[src/hw/rtl/assert_macros.svh]
// assertion helpers, compiled out with NO_ASSERTIONS
`ifndef ASSERT_MACROS_SVH
`define ASSERT_MACROS_SVH

`ifndef NO_ASSERTIONS

`define GGSP_ASSERT_IMP(label, clk_s, rstn_s, ante, cons) \
	label: assert property (@(posedge clk_s) disable iff (!rstn_s) (ante) |-> (cons)) \
		else $error("assertion failed");

`define GGSP_ASSERT_NXT(label, clk_s, rstn_s, ante, cons) \
	label: assert property (@(posedge clk_s) disable iff (!rstn_s) (ante) |=> (cons)) \
		else $error("assertion failed");

`else

`define GGSP_ASSERT_IMP(label, clk_s, rstn_s, ante, cons)

`define GGSP_ASSERT_NXT(label, clk_s, rstn_s, ante, cons)

`endif

`endif

[src/hw/rtl/ggsp_pkg.sv]
`timescale 1ns / 1ps

package ggsp_pkg;

	localparam int POS_W     = 6;
	localparam int MRG_W     = 3;
	localparam int CFG_W     = 6;
	localparam int CFG_IDX_W = 2;
	localparam int CRD_W     = 12;
	localparam int WIN_W     = 15;
	localparam int OFF_W     = 4;

	localparam logic REQ_QUERY = 1'b1;

	typedef enum logic [2:0] {
		MOVE_DONE  = 3'd0,
		MOVE_UP    = 3'd1,
		MOVE_DOWN  = 3'd2,
		MOVE_LEFT  = 3'd3,
		MOVE_RIGHT = 3'd4
	} move_t;

	typedef enum logic [CFG_IDX_W-1:0] {
		REG_TARGET_VALID = 2'd0,
		REG_TARGET_ROW   = 2'd1,
		REG_TARGET_COL   = 2'd2,
		REG_MARGIN       = 2'd3
	} cfg_reg_t;

	typedef struct packed {
		logic clr;
		logic load;
		logic wr_wr;
		logic scan;
		logic rec;
		logic rec_free;
		logic give_up;
	} ggsp_cmd_t;

	typedef struct packed {
		logic  clr_last;
		logic  done_now;
		logic  in_bounds;
		logic  scan_done;
		logic  scan_free;
		logic  lowers;
		logic  last_cand;
		move_t cand_move;
		logic  pick_any;
		move_t pick_move;
	} ggsp_sts_t;

endpackage

[src/hw/rtl/ggsp_ctrl.sv]
`timescale 1ns / 1ps

module ggsp_ctrl (
	input  logic                clk,
	input  logic                arst_n,
	input  logic                req_valid,
	input  logic                req_type,
	output logic                req_ready,
	output logic                rsp_valid,
	input  logic                rsp_ready,
	output ggsp_pkg::move_t     rsp_move,
	output ggsp_pkg::ggsp_cmd_t cmd,
	input  ggsp_pkg::ggsp_sts_t sts
);
	import ggsp_pkg::*;

	typedef enum logic [2:0] {
		ST_CLEAR,
		ST_IDLE,
		ST_WR_WR,
		ST_Q_EVAL,
		ST_BOUND,
		ST_SCAN,
		ST_PICK,
		ST_FINISH
	} state_t;

	state_t state_q;
	move_t  mv_q;
	logic   out_valid_q;
	move_t  out_move_q;

	assign req_ready = (state_q == ST_IDLE);
	assign rsp_valid = out_valid_q;
	assign rsp_move  = out_move_q;

	always_comb begin
		cmd          = '0;
		cmd.clr      = (state_q == ST_CLEAR);
		cmd.load     = (state_q == ST_IDLE) && req_valid;
		cmd.wr_wr    = (state_q == ST_WR_WR);
		cmd.scan     = (state_q == ST_SCAN);
		cmd.rec      = ((state_q == ST_BOUND) && !sts.in_bounds)
			|| ((state_q == ST_SCAN) && sts.scan_done);
		cmd.rec_free = (state_q == ST_SCAN) && sts.scan_free;
		cmd.give_up  = (state_q == ST_PICK) && !sts.pick_any;
	end

	always_ff @(posedge clk or negedge arst_n) begin
		if (!arst_n) begin
			state_q     <= ST_CLEAR;
			mv_q        <= MOVE_DONE;
			out_valid_q <= 1'b0;
			out_move_q  <= MOVE_DONE;
		end else begin
			if (rsp_ready) begin
				out_valid_q <= 1'b0;
			end
			unique case (state_q)
				ST_CLEAR: begin
					if (sts.clr_last) begin
						state_q <= ST_IDLE;
					end
				end
				ST_IDLE: begin
					if (req_valid) begin
						state_q <= (req_type == REQ_QUERY) ? ST_Q_EVAL : ST_WR_WR;
					end
				end
				ST_WR_WR: begin
					state_q <= ST_IDLE;
				end
				ST_Q_EVAL: begin
					if (sts.done_now) begin
						mv_q    <= MOVE_DONE;
						state_q <= ST_FINISH;
					end else begin
						state_q <= ST_BOUND;
					end
				end
				ST_BOUND: begin
					if (sts.in_bounds) begin
						state_q <= ST_SCAN;
					end else if (sts.last_cand) begin
						state_q <= ST_PICK;
					end
				end
				ST_SCAN: begin
					if (sts.scan_done) begin
						if (sts.scan_free && sts.lowers) begin
							mv_q    <= sts.cand_move;
							state_q <= ST_FINISH;
						end else if (sts.last_cand) begin
							state_q <= ST_PICK;
						end else begin
							state_q <= ST_BOUND;
						end
					end
				end
				ST_PICK: begin
					mv_q    <= sts.pick_move;
					state_q <= ST_FINISH;
				end
				ST_FINISH: begin
					if (!out_valid_q || rsp_ready) begin
						out_valid_q <= 1'b1;
						out_move_q  <= mv_q;
						state_q     <= ST_IDLE;
					end
				end
			endcase
		end
	end

endmodule
[config.mk]
export PLATFORM = sky130hd
export DESIGN_NAME = ggsp_ctrl
export DESIGN_NICKNAME = d
export VERILOG_FILES = /design/src/hw/rtl/assert_macros.svh /design/src/hw/rtl/ggsp_pkg.sv /design/src/hw/rtl/ggsp_ctrl.sv
export SDC_FILE = /design/constraint.sdc
export NUM_CORES = 1
export LEC_CHECK = 0
export ABC_AREA = 1
export BUFFER_PORTS_ARGS = -buffer_cell sky130_fd_sc_hd__buf_2
export CAP_MARGIN = 20
export CORE_MARGIN = 5
export CORE_UTILIZATION = 50
export CTS_BUF_LIST = sky130_fd_sc_hd__clkbuf_16
export DETAILED_ROUTE_END_ITERATION = 10
export PLACE_DENSITY = 0.83
export SETUP_SLACK_MARGIN = 0.2
export SLEW_MARGIN = 20
export SYNTH_ARGS = -nofsm -noshare
export SYNTH_HDL_FRONTEND = slang
export SYNTH_SLANG_ARGS = --single-unit
[constraint.sdc]
create_clock -name clk -period 1.95 [get_ports clk]
set_input_delay 0 -clock clk [delete_from_list [all_inputs] [get_ports clk]]
set_output_delay 0 -clock clk [all_outputs]
set_load 0.01 [all_outputs]
# Yosys cells after proc, flatten, opt, wreduce, memory -nomap -nowiden
# Cells that the tools add are included.
word_totals:
  regBits: 10
  input_bits: 19
  elab_cells: 52
op_classes:
  eq_ne: 14
  n_mux: 18
  n_reduce_logical: 16
op_table:
  columns: ["cell", "n"]
  rows:
  - ["3-bit two-way mux", 9]
  - ["3-bit one-hot mux with 8 select lines", 1]
  - ["3-bit == test, second input constant", 4]
  - ["3-bit one-hot mux with 3 select lines", 1]
  - ["3-bit by 2-bit == test with 1-bit output, second input constant", 2]
  - ["1-bit logical AND", 6]
  - ["2-bit two-way mux", 3]
  - ["2-bit by 1-bit != test with 1-bit output, second input constant", 3]
  - ["2-bit != test, second input constant", 3]
  - ["5-bit AND reduction", 1]
  - ["1-bit two-way mux", 4]
  - ["4-bit AND reduction", 1]
  - ["3-bit by 1-bit == test with 1-bit output, second input constant", 1]
  - ["1-bit logical NOT", 3]
  - ["3-bit logical NOT", 1]
  - ["3-bit != test, second input constant", 1]
  - ["3-bit nonzero test", 1]
  - ["1-bit logical OR", 2]
  - ["2-bit AND reduction", 1]

# Longest topological paths before layout
# Gate-level depths: netlist (run 1).
depth:
  depth_word: 4
  mapped_depth: 9

# Worst setup path after synthesis (run 1)
# Ideal clock, no wire load.
synth_timing:
  path_kind: "flip-flop to flip-flop"
  from: "register state_q[0]"
  to: "register state_q[0]"
  setup_ns: 0.120
  arrival_time_ns: 1.111
  required_time_ns: 1.830
  setup_slack_ns: 0.718
  stages_incl_launch_ff: 8
  n_path_buf: 1
  synth_period_minus_slack_ns: 1.232
  path_cell_list: "dfrtp_1 > buf_6 > nor3_4 > nand2_2 > o21ai_4 > nor2_2 > nand2_1 > nand2_1"
synth_lines:
  columns: ["element", "line", "text"]
  rows:
  - ["from (decl)", "ggsp_ctrl.sv:28", "state_t state_q;"]
  - ["from (signal assigned)", "ggsp_ctrl.sv:67", "state_q <= (req_type == REQ_QUERY) ? ST_Q_EVAL : ST_WR_WR;"]

==> results.toml, run 1 <==
[timing]
layout_min_cycle_time_ns = 1.57
timing_max_transition_violations_final = 0
finalHoldViolations = 0
worst_clock_skew_ns = 0.00167
layout_worst_path_cycle_share = 0.804
finalHoldWorstSlack_ns = 0.104
slew_headroom = 0.578
rsz0062_at_grt = "false"
setup_viol_count_final = 0
maximum_frequency_from_static_timing_analysis_ghz = 0.638
timing.final.ws_setup_ns = 0.382
worst_slew_pin_slew_ns = 0.633
fin_setup_tns_ns = 0

[setup_path]
cp_slowest_stage_delay_ns = 0.60
timing.critical_path.cells = "nor2_4 > nand2_2 > or2_0 > o21ai_0 > buf_2"
setup.worst_path.class = "reg -> out"
crit_path_end_kind = "primary output"
worst_path_max_delay_cell = "dfrtp_1"
r2r-start = "state_q[0]$_DFFE_PN0P_"
rr_endpoint = "state_q[0]$_DFFE_PN0P_"
timing.critical_path.from = "state_q[0]$_DFFE_PN0P_"
worst_ep_arrival_time_ns = 1.57
critPathMaxFanout = 12
timing.critical_path.required_ns = 1.95
rrSetupSlack_ns = 0.41
worst_setup_path_endpoint = "cmd[2]"
worstSetupStartpointType = "flip-flop"
worstRegToRegCells = 8

[cts]
postCtsResizedCells = 0
root_buffer = "clkbuf_16"
cts.clk_slew.worst_paths_ns = 0.04
cts_tree = "built"
cts_num_sinks = 10
later_pin_clock_latency_in_the_skew_report_ns = 0.24
clk_path_buf_depth = 2
cts_max_level = 1
cts_inserted_buffers = 3

[pwr]
total_power_mw = 1.73
static-leakage-power_nw = 0.583
worst_ir_drop_vdd_mv = 0.761
power_density_nw_per_um2 = 1680

[global_routing]
vias_in_the_first_global_route = 687
grt_max_degree = 13
groute.usage.overall = 0.143
overflow = 0
initial_antenna_violation_count = 0
grt_first_pass_wirelength_um = 2840

[floorplanning]
initial_core_util = 0.530
design.die.area_um2 = 2500
floorplan.core_area_um2 = 1510
design.portCount = 31
chipWidth_um = 50.0
floorplan.die.height_um = 50.0
fp-row-count = 14

[place]
dpl-instance-area_um2 = 938
detailed_place_hpwl_um = 1290
placed_cells = 144
globalplace.congestion = 0.810
post-place-ws_ns = 0.411
numPortBuffers = 30

[yosys]
syn-mean-instance-area_um2 = 7.90
synth-warning-count = 0
postSynthNetCount = 120
synth_cell_types = 25
syn-cell-area_um2 = 798
synth_instances = 101
ys_ff_latch = 10
ys_seq_area_frac = 0.313

[drt]
drt_pre_antenna_iters = 4
wl_per_cell_um = 11.0
drtIter0Drc = 12
drt.antenna.violating_nets = 0
via_count = 713
drc_errors = 0
routed_via_density = 4.79
total_wire_length_um = 1640

[layout]
layout_commonest_cell = "buf_2"
commonest_cells_after_routing_fill_and_taps_aside = "buf_2 (30), nand2_1 (20), inv_1 (16)"
layout.cell_area.non_filler_um2 = 1030
area.growth.synth_to_final_pct = 28.7
final_cell_count_no_fill = 149
drive_above_1_share = 0.451
layout.nets = 153
utilization_after_layout = 0.682
antennaDiodeCount = 0

[run_status]
outcome = "finished clean"

[flow_run]
max_cap_violations = 0

[min_path]
worstHoldPathType = "in -> reg"
## power breakdown
part	switching, mW	internal [mW]
Clock	0.0902	0.268
Sequential	0.179	0.314
Combinational	0.526	0.350
Total	0.795	0.933
## timing repair
action                    in CTS  in global routing
hold buffers                   1                  0
setup buffers                  0                  0
hold endpoints to repair      10                  0
## cells in the mapped netlist
cell     count  share of area
o21ai_0      9          0.056
nand4_2      1          0.016
nor2_4       2          0.028
buf_6        2          0.028
inv_1       16          0.075
nand2_4      1          0.014
nand3_4      3          0.066
o21ai_2      1          0.011
nor3_1       1         0.0063
dfrtp_1     10           0.31
nor3_4       1          0.020
nand3_1      4          0.025
nor2_2       5          0.039
or2_0        1         0.0078
inv_4        2          0.016
nor2_1       6          0.028
nand2_2      2          0.016
a21oi_1      1         0.0063
a21oi_2      3          0.033
nand3_2      3          0.038
o21ai_4      1          0.020
nand2_1     20          0.094
nand4_1      3          0.024
buf_4        1         0.0094
inv_2        2         0.0094
## area by class of cell
class,instances,area (um2)
multi-input cells,68,438
clock buffers,3,75.1
fillers,125,479
well taps,16,20.0
flip-flops and latches,10,250
repair buffers,31,160
inverters,20,80.1
clock inverters,1,3.75
## logic make-up after synthesis
logic type / after synthesis / share of synthesized area
simple gates: 53 / 0.422
buf+inv: 23 / 0.138
compound gates: 15 / 0.127
flops: 10 / 0.313
## how the worst min path moves through the flow
stage	from	to	slack (ns)	depth (start not counted)
after floorplan	arst_n	mv_q[0]$_DFFE_PN0P_	-0.30	0
after global placement	arst_n	rsp_valid$_DFF_PN0_	-0.14	1
after detailed placement	arst_n	rsp_valid$_DFF_PN0_	-0.14	1
after CTS	rsp_ready	rsp_valid$_DFF_PN0_	0.11	4
after global routing	req_valid	state_q[2]$_DFFE_PN0P_	0.15	3
final	rsp_ready	rsp_valid$_DFF_PN0_	0.10	4
## flip-flops by register name, indices dropped and copies added, names as in the netlist
name / cells
state_q: 3
mv_q: 3
rsp_valid: 1
rsp_move: 3
## layer usage
metal  wire length, um  global-route usage
met5                 0                   0
met4                23              0.0524
met3                89              0.0211
met2               850               0.246
met1               677               0.177
## worst max-delay path, delay by kind of cell (launching register included)
family,cells,cell delay [ns]
AOI/OAI and AO/OA,1,0.07
DFF,1,0.60
and+or+nand+nor,3,0.51
buffers and inverters,1,0.15
(Power assumes the default switching activity.)
==> run 2: changes to the inputs <==
CORE_UTILIZATION = 43   (was 50)
PLACE_DENSITY = 0.76   (was 0.83)
clock period = 1.3 ns   (was 1.95 ns; I/O delays follow)
==> results.toml, run 2 (same netlist as run 1, synthesis figures left out) <==
[setup_path]
worstSetupStartpointType = "flip-flop"
critPathMaxFanout = 2
crit_path_end_kind = "primary output"
setup.worst_path.class = "reg -> out"
timing.critical_path.required_ns = 1.30
worst_ep_arrival_time_ns = 1.38

[cts]
cts_tree = "built"
clk_path_buf_depth = 2
cts_inserted_buffers = 3
cts_max_level = 1
cts.clk_slew.worst_paths_ns = 0.04
root_buffer = "clkbuf_16"
cts_num_sinks = 10
later_pin_clock_latency_in_the_skew_report_ns = 0.23

[layout]
layout.filler_cells = 133
final_cell_count_no_fill = 172
commonest_cells_after_routing_fill_and_taps_aside = "buf_2 (29), nand2_1 (20), inv_1 (15)"
area.growth.synth_to_final_pct = 51.1
seq_area_um2 = 254
multi_input_comb_area_um2 = 469
layout.nets = 168
antennaDiodeCount = 0
drive_above_1_share = 0.558
layout_commonest_cell = "buf_2"

[global_routing]
grt_max_degree = 11
groute.usage.overall = 0.172
grt_first_pass_wirelength_um = 3540
initial_antenna_violation_count = 0
overflow = 0
vias_in_the_first_global_route = 849

[timing]
worst_slew_pin_slew_ns = 0.230
worst_clock_skew_ns = 0.00129
fin_setup_tns_ns = -0.257
rsz0062_at_grt = "true"
layout_min_cycle_time_ns = 1.38
slew_headroom = 0.847
timing_max_transition_violations_final = 0
layout_worst_path_cycle_share = 1.06
maximum_frequency_from_static_timing_analysis_ghz = 0.726
setup_viol_count_final = 6
finalHoldWorstSlack_ns = 0.101
timing.final.ws_setup_ns = -0.0782
finalHoldViolations = 0

[place]
post-place-ws_ns = -0.0102
numPortBuffers = 30
globalplace.congestion = 0.851
placed_cells = 163
detailed_place_hpwl_um = 1460

[drt]
routed_via_density = 4.76
drt.antenna.violating_nets = 0
drc_errors = 0
drtIter0Drc = 13
wl_per_cell_um = 12.3
total_wire_length_um = 2110
via_count = 819
drt_pre_antenna_iters = 4

[run_status]
outcome = "complete, but fails checks"
failing_checks = "negative setup slack"

[floorplanning]
floorplan.die.height_um = 53.1
chipWidth_um = 53.1
floorplan.core_area_um2 = 1750
design.portCount = 31
design.die.area_um2 = 2820
initial_core_util = 0.457
fp-row-count = 15

[flow_run]
max_cap_violations = 0

[pwr]
static-leakage-power_nw = 0.659
power_density_nw_per_um2 = 2640
worst_ir_drop_vdd_mv = 1.32

[min_path]
worstHoldPathType = "in -> reg"
run 2: worst paths after layout:
path	from	end	slack [ns]	cells after the start
min in group asynchronous	arst_n	rsp_valid$_DFF_PN0_	0.17	2
worst min-delay path	rsp_ready	rsp_valid$_DFF_PN0_	0.10	4
worst max register to register	state_q[0]$_DFFE_PN0P_	state_q[0]$_DFFE_PN0P_	-0.05	8
worst max-delay path	state_q[0]$_DFFE_PN0P_	cmd[2]	-0.08	6
max in group asynchronous	arst_n	state_q[0]$_DFFE_PN0P_	0.92	2
worst min register to register	rsp_move[2]$_DFFE_PN0P_	rsp_move[2]$_DFFE_PN0P_	0.47	2
run 2: per-layer routing:
layer,global-route usage,share of wire,vias up
met3,0.0310,0.034,4
li1,-,-,414
met2,0.314,0.53,24
met5,0,0,-
met1,0.186,0.42,377
met4,0.0851,0.013,0
run 2: layout make-up:
| class | instances | share of cell area |
|---|---|---|
| multi-input combinational | 68 | 0.389 |
| sequential | 10 | 0.211 |
| inverter | 20 | 0.0685 |
| timing repair buffer | 46 | 0.244 |
| tap | 25 | 0.0259 |
| clock buffer | 3 | 0.0622 |
run 2: per-stage QoR:
stage	cell area, um2	utilization	power, mW
3_3_place_gp	1030	0.589	2.26
2_1_floorplan	805	-	1.84
5_1_grt	1210	0.691	3.44
3_5_place_dp	1030	0.589	2.32
4_1_cts	1170	0.670	3.04
6_report	1210	0.691	3.18
run 2: timing repair:
item	CTS	global route
endpoints found under the hold margin	10	0
pin swaps	4	1
setup buffers	4	1
hold buffers	1	0
resized for setup	10	9
setup endpoints to repair	17	17
run 2: critical path, cell delays in order, from the launching register on:
cell and delay, ns:
dfrtp_2 0.41, buf_6 0.12, nor2_4 0.12, nand2_2 0.06
or2_1 0.22, o21ai_1 0.08, buf_2 0.14
run 2: report_power, final:
group	total, mW	switching, mW	internal [mW]
sequential	0.598	0.114	0.484
combinational	2.06	1.16	0.898
clock	0.527	0.129	0.397
==> run 3: changes to the inputs <==
CELL_PAD_IN_SITES_DETAIL_PLACEMENT = 1   (was not set)
CELL_PAD_IN_SITES_GLOBAL_PLACEMENT = 1   (was not set)
CORE_MARGIN = 2   (was 5)
CORE_UTILIZATION = 30   (was 43)
PLACE_DENSITY = 0.75   (was 0.76)
==> results.toml, run 3 (same netlist as run 1, synthesis figures left out) <==
[pwr]
pwr-share-clk = 0.144
net_switching_power_figure_mw = 1.67
power_density_nw_per_um2 = 2770
comb_power_share = 0.683
swShare = 0.446
worst_ir_drop_vdd_mv = 1.52
p_int_mw = 2.07
static-leakage-power_nw = 0.712
share_seq_of_total_power = 0.173

[cts]
later_pin_clock_latency_in_the_skew_report_ns = 0.24
cts_max_level = 1
cts_tree = "built"
clk_path_buf_depth = 2
root_buffer = "clkbuf_16"
cts_inserted_buffers = 3
cts.clk_slew.worst_paths_ns = 0.04
cts_num_sinks = 10

[layout]
commonest_cells_after_routing_fill_and_taps_aside = "buf_2 (28), nand2_1 (19), inv_1 (15), buf_4 (15), buf_6 (11)"
final_cell_count_no_fill = 186
layout_commonest_cell = "buf_2"
layout.cell_area.non_filler_um2 = 1350
layout.nets = 177
antennaDiodeCount = 0
area.growth.synth_to_final_pct = 69.3
drive_above_1_share = 0.596

[global_routing]
groute.layer.met3.usage = 0.0140
initial_antenna_violation_count = 0
grt_most_used_layer = "met2"
grt.met2_usage = 0.306
groute.usage.overall = 0.155
overflow = 0
vias_in_the_first_global_route = 892
grt.met1_usage = 0.169
grt_max_degree = 11
grt_first_pass_wirelength_um = 3850

[setup_path]
crit_path_end_kind = "primary output"
rr_endpoint = "state_q[0]$_DFFE_PN0P_"
worst_ep_arrival_time_ns = 1.37
worstRegToRegCells = 9
timing.critical_path.required_ns = 1.30
setup.worst_path.class = "reg -> out"
r2r-start = "state_q[2]$_DFFE_PN0P_"
worstSetupStartpointType = "flip-flop"
critPathMaxFanout = 6
rrSetupSlack_ns = -0.07

[place]
numPortBuffers = 30
detailed_place_hpwl_um = 1700
dpl-instance-area_um2 = 1050
placed_cells = 170
globalplace.congestion = 0.794

[min_path]
worstHoldPathType = "in -> reg"
hold_depth = 4
timing.hold.worst_endpoint = "rsp_valid$_DFF_PN0_"
hold_start = "rsp_ready"

[floorplanning]
fp-row-count = 18
initial_core_util = 0.319
chipWidth_um = 55.6
floorplan.die.height_um = 55.6
design.portCount = 31
design.die.area_um2 = 3090
floorplan.core_area_um2 = 2500

[timing]
maximum_frequency_from_static_timing_analysis_ghz = 0.729
timing.final.ws_setup_ns = -0.0721
finalHoldViolations = 0
layout_worst_path_cycle_share = 1.06
layout_min_cycle_time_ns = 1.37
worst_clock_skew_ns = 0.00275
setup_viol_count_final = 8
rsz0062_at_grt = "true"
timing_max_transition_violations_final = 0
worst_slew_pin_slew_ns = 0.367
slew_headroom = 0.753

[run_status]
outcome = "complete, but fails checks"
failing_checks = "negative setup slack"

[drt]
drt_pre_antenna_iters = 2
routed_via_density = 4.75
via_count = 883
drt.antenna.violating_nets = 0
drc_errors = 0
drtIter0Drc = 5
total_wire_length_um = 2760
wl_per_cell_um = 14.8

[flow_run]
max_cap_violations = 0
-- run 3: worst max-delay path by stage --
stage,startpoint,end,depth (start not counted)
floorplan,state_q[0]$_DFFE_PN0P_,state_q[0]$_DFFE_PN0P_,7
global placement,state_q[0]$_DFFE_PN0P_,state_q[0]$_DFFE_PN0P_,7
detailed placement,state_q[1]$_DFFE_PN0P_,state_q[0]$_DFFE_PN0P_,7
CTS,state_q[1]$_DFFE_PN0P_,cmd[2],5
global route,state_q[1]$_DFFE_PN0P_,cmd[0],5
finish,state_q[1]$_DFFE_PN0P_,cmd[2],5
-- run 3: power by group through the flow --
stage | sequential, mW | combinational (mW) | clock [mW]
2_1_floorplan | 0.573 | 1.27 | 0
3_3_place_gp | 0.637 | 1.69 | 0
4_1_cts | 0.649 | 2.03 | 0.533
3_5_place_dp | 0.644 | 1.76 | 0
6_report | 0.648 | 2.55 | 0.538
5_1_grt | 0.673 | 2.77 | 0.571
-- run 3: worst max-delay path, stage by stage, from the launching register on --
cell and delay, ns:
dfrtp_2 0.47, nor2_4 0.15, nand2_2 0.06, or2_1 0.23
o21ai_1 0.09, buf_2 0.15
-- run 3: through the flow --
step	TNS, ns	hold slack, ns	util	worst slack, ns	power [mW]
global placement	-0.0756	-0.132	0.419	-0.0323	2.33
global route	-1.13	0.161	0.541	-0.160	4.01
floorplan	0	-0.296	-	0.132	1.84
detailed placement	-0.238	-0.127	0.419	-0.0784	2.41
CTS	-0.169	0.114	0.488	-0.0652	3.21
finish	-0.310	0.124	0.541	-0.0721	3.74
-- run 3: routing by layer --
layer  part of all wire  vias to the layer above
li1                   -                      430
met2               0.56                       21
met5                  0                        -
met1               0.39                      424
met4              0.032                        0
met3              0.020                        8
-- run 3: area by class of cell --
cell class	count	area, um2
timing repair buffer	55	387
fill	306	1150
inverter	20	90.1
multi-input combinational	68	508
clock buffer	3	75.1
tap	30	37.5
sequential	10	254
-- run 3: what timing repair did --
item                                    4_1_cts  5_1_grt
hold buffers                                  1        0
endpoints found under the hold margin        10        0
resized for setup                            16       24
setup buffers                                 6        6
endpoints found under the setup margin       17       17
pin swaps                                     7        9
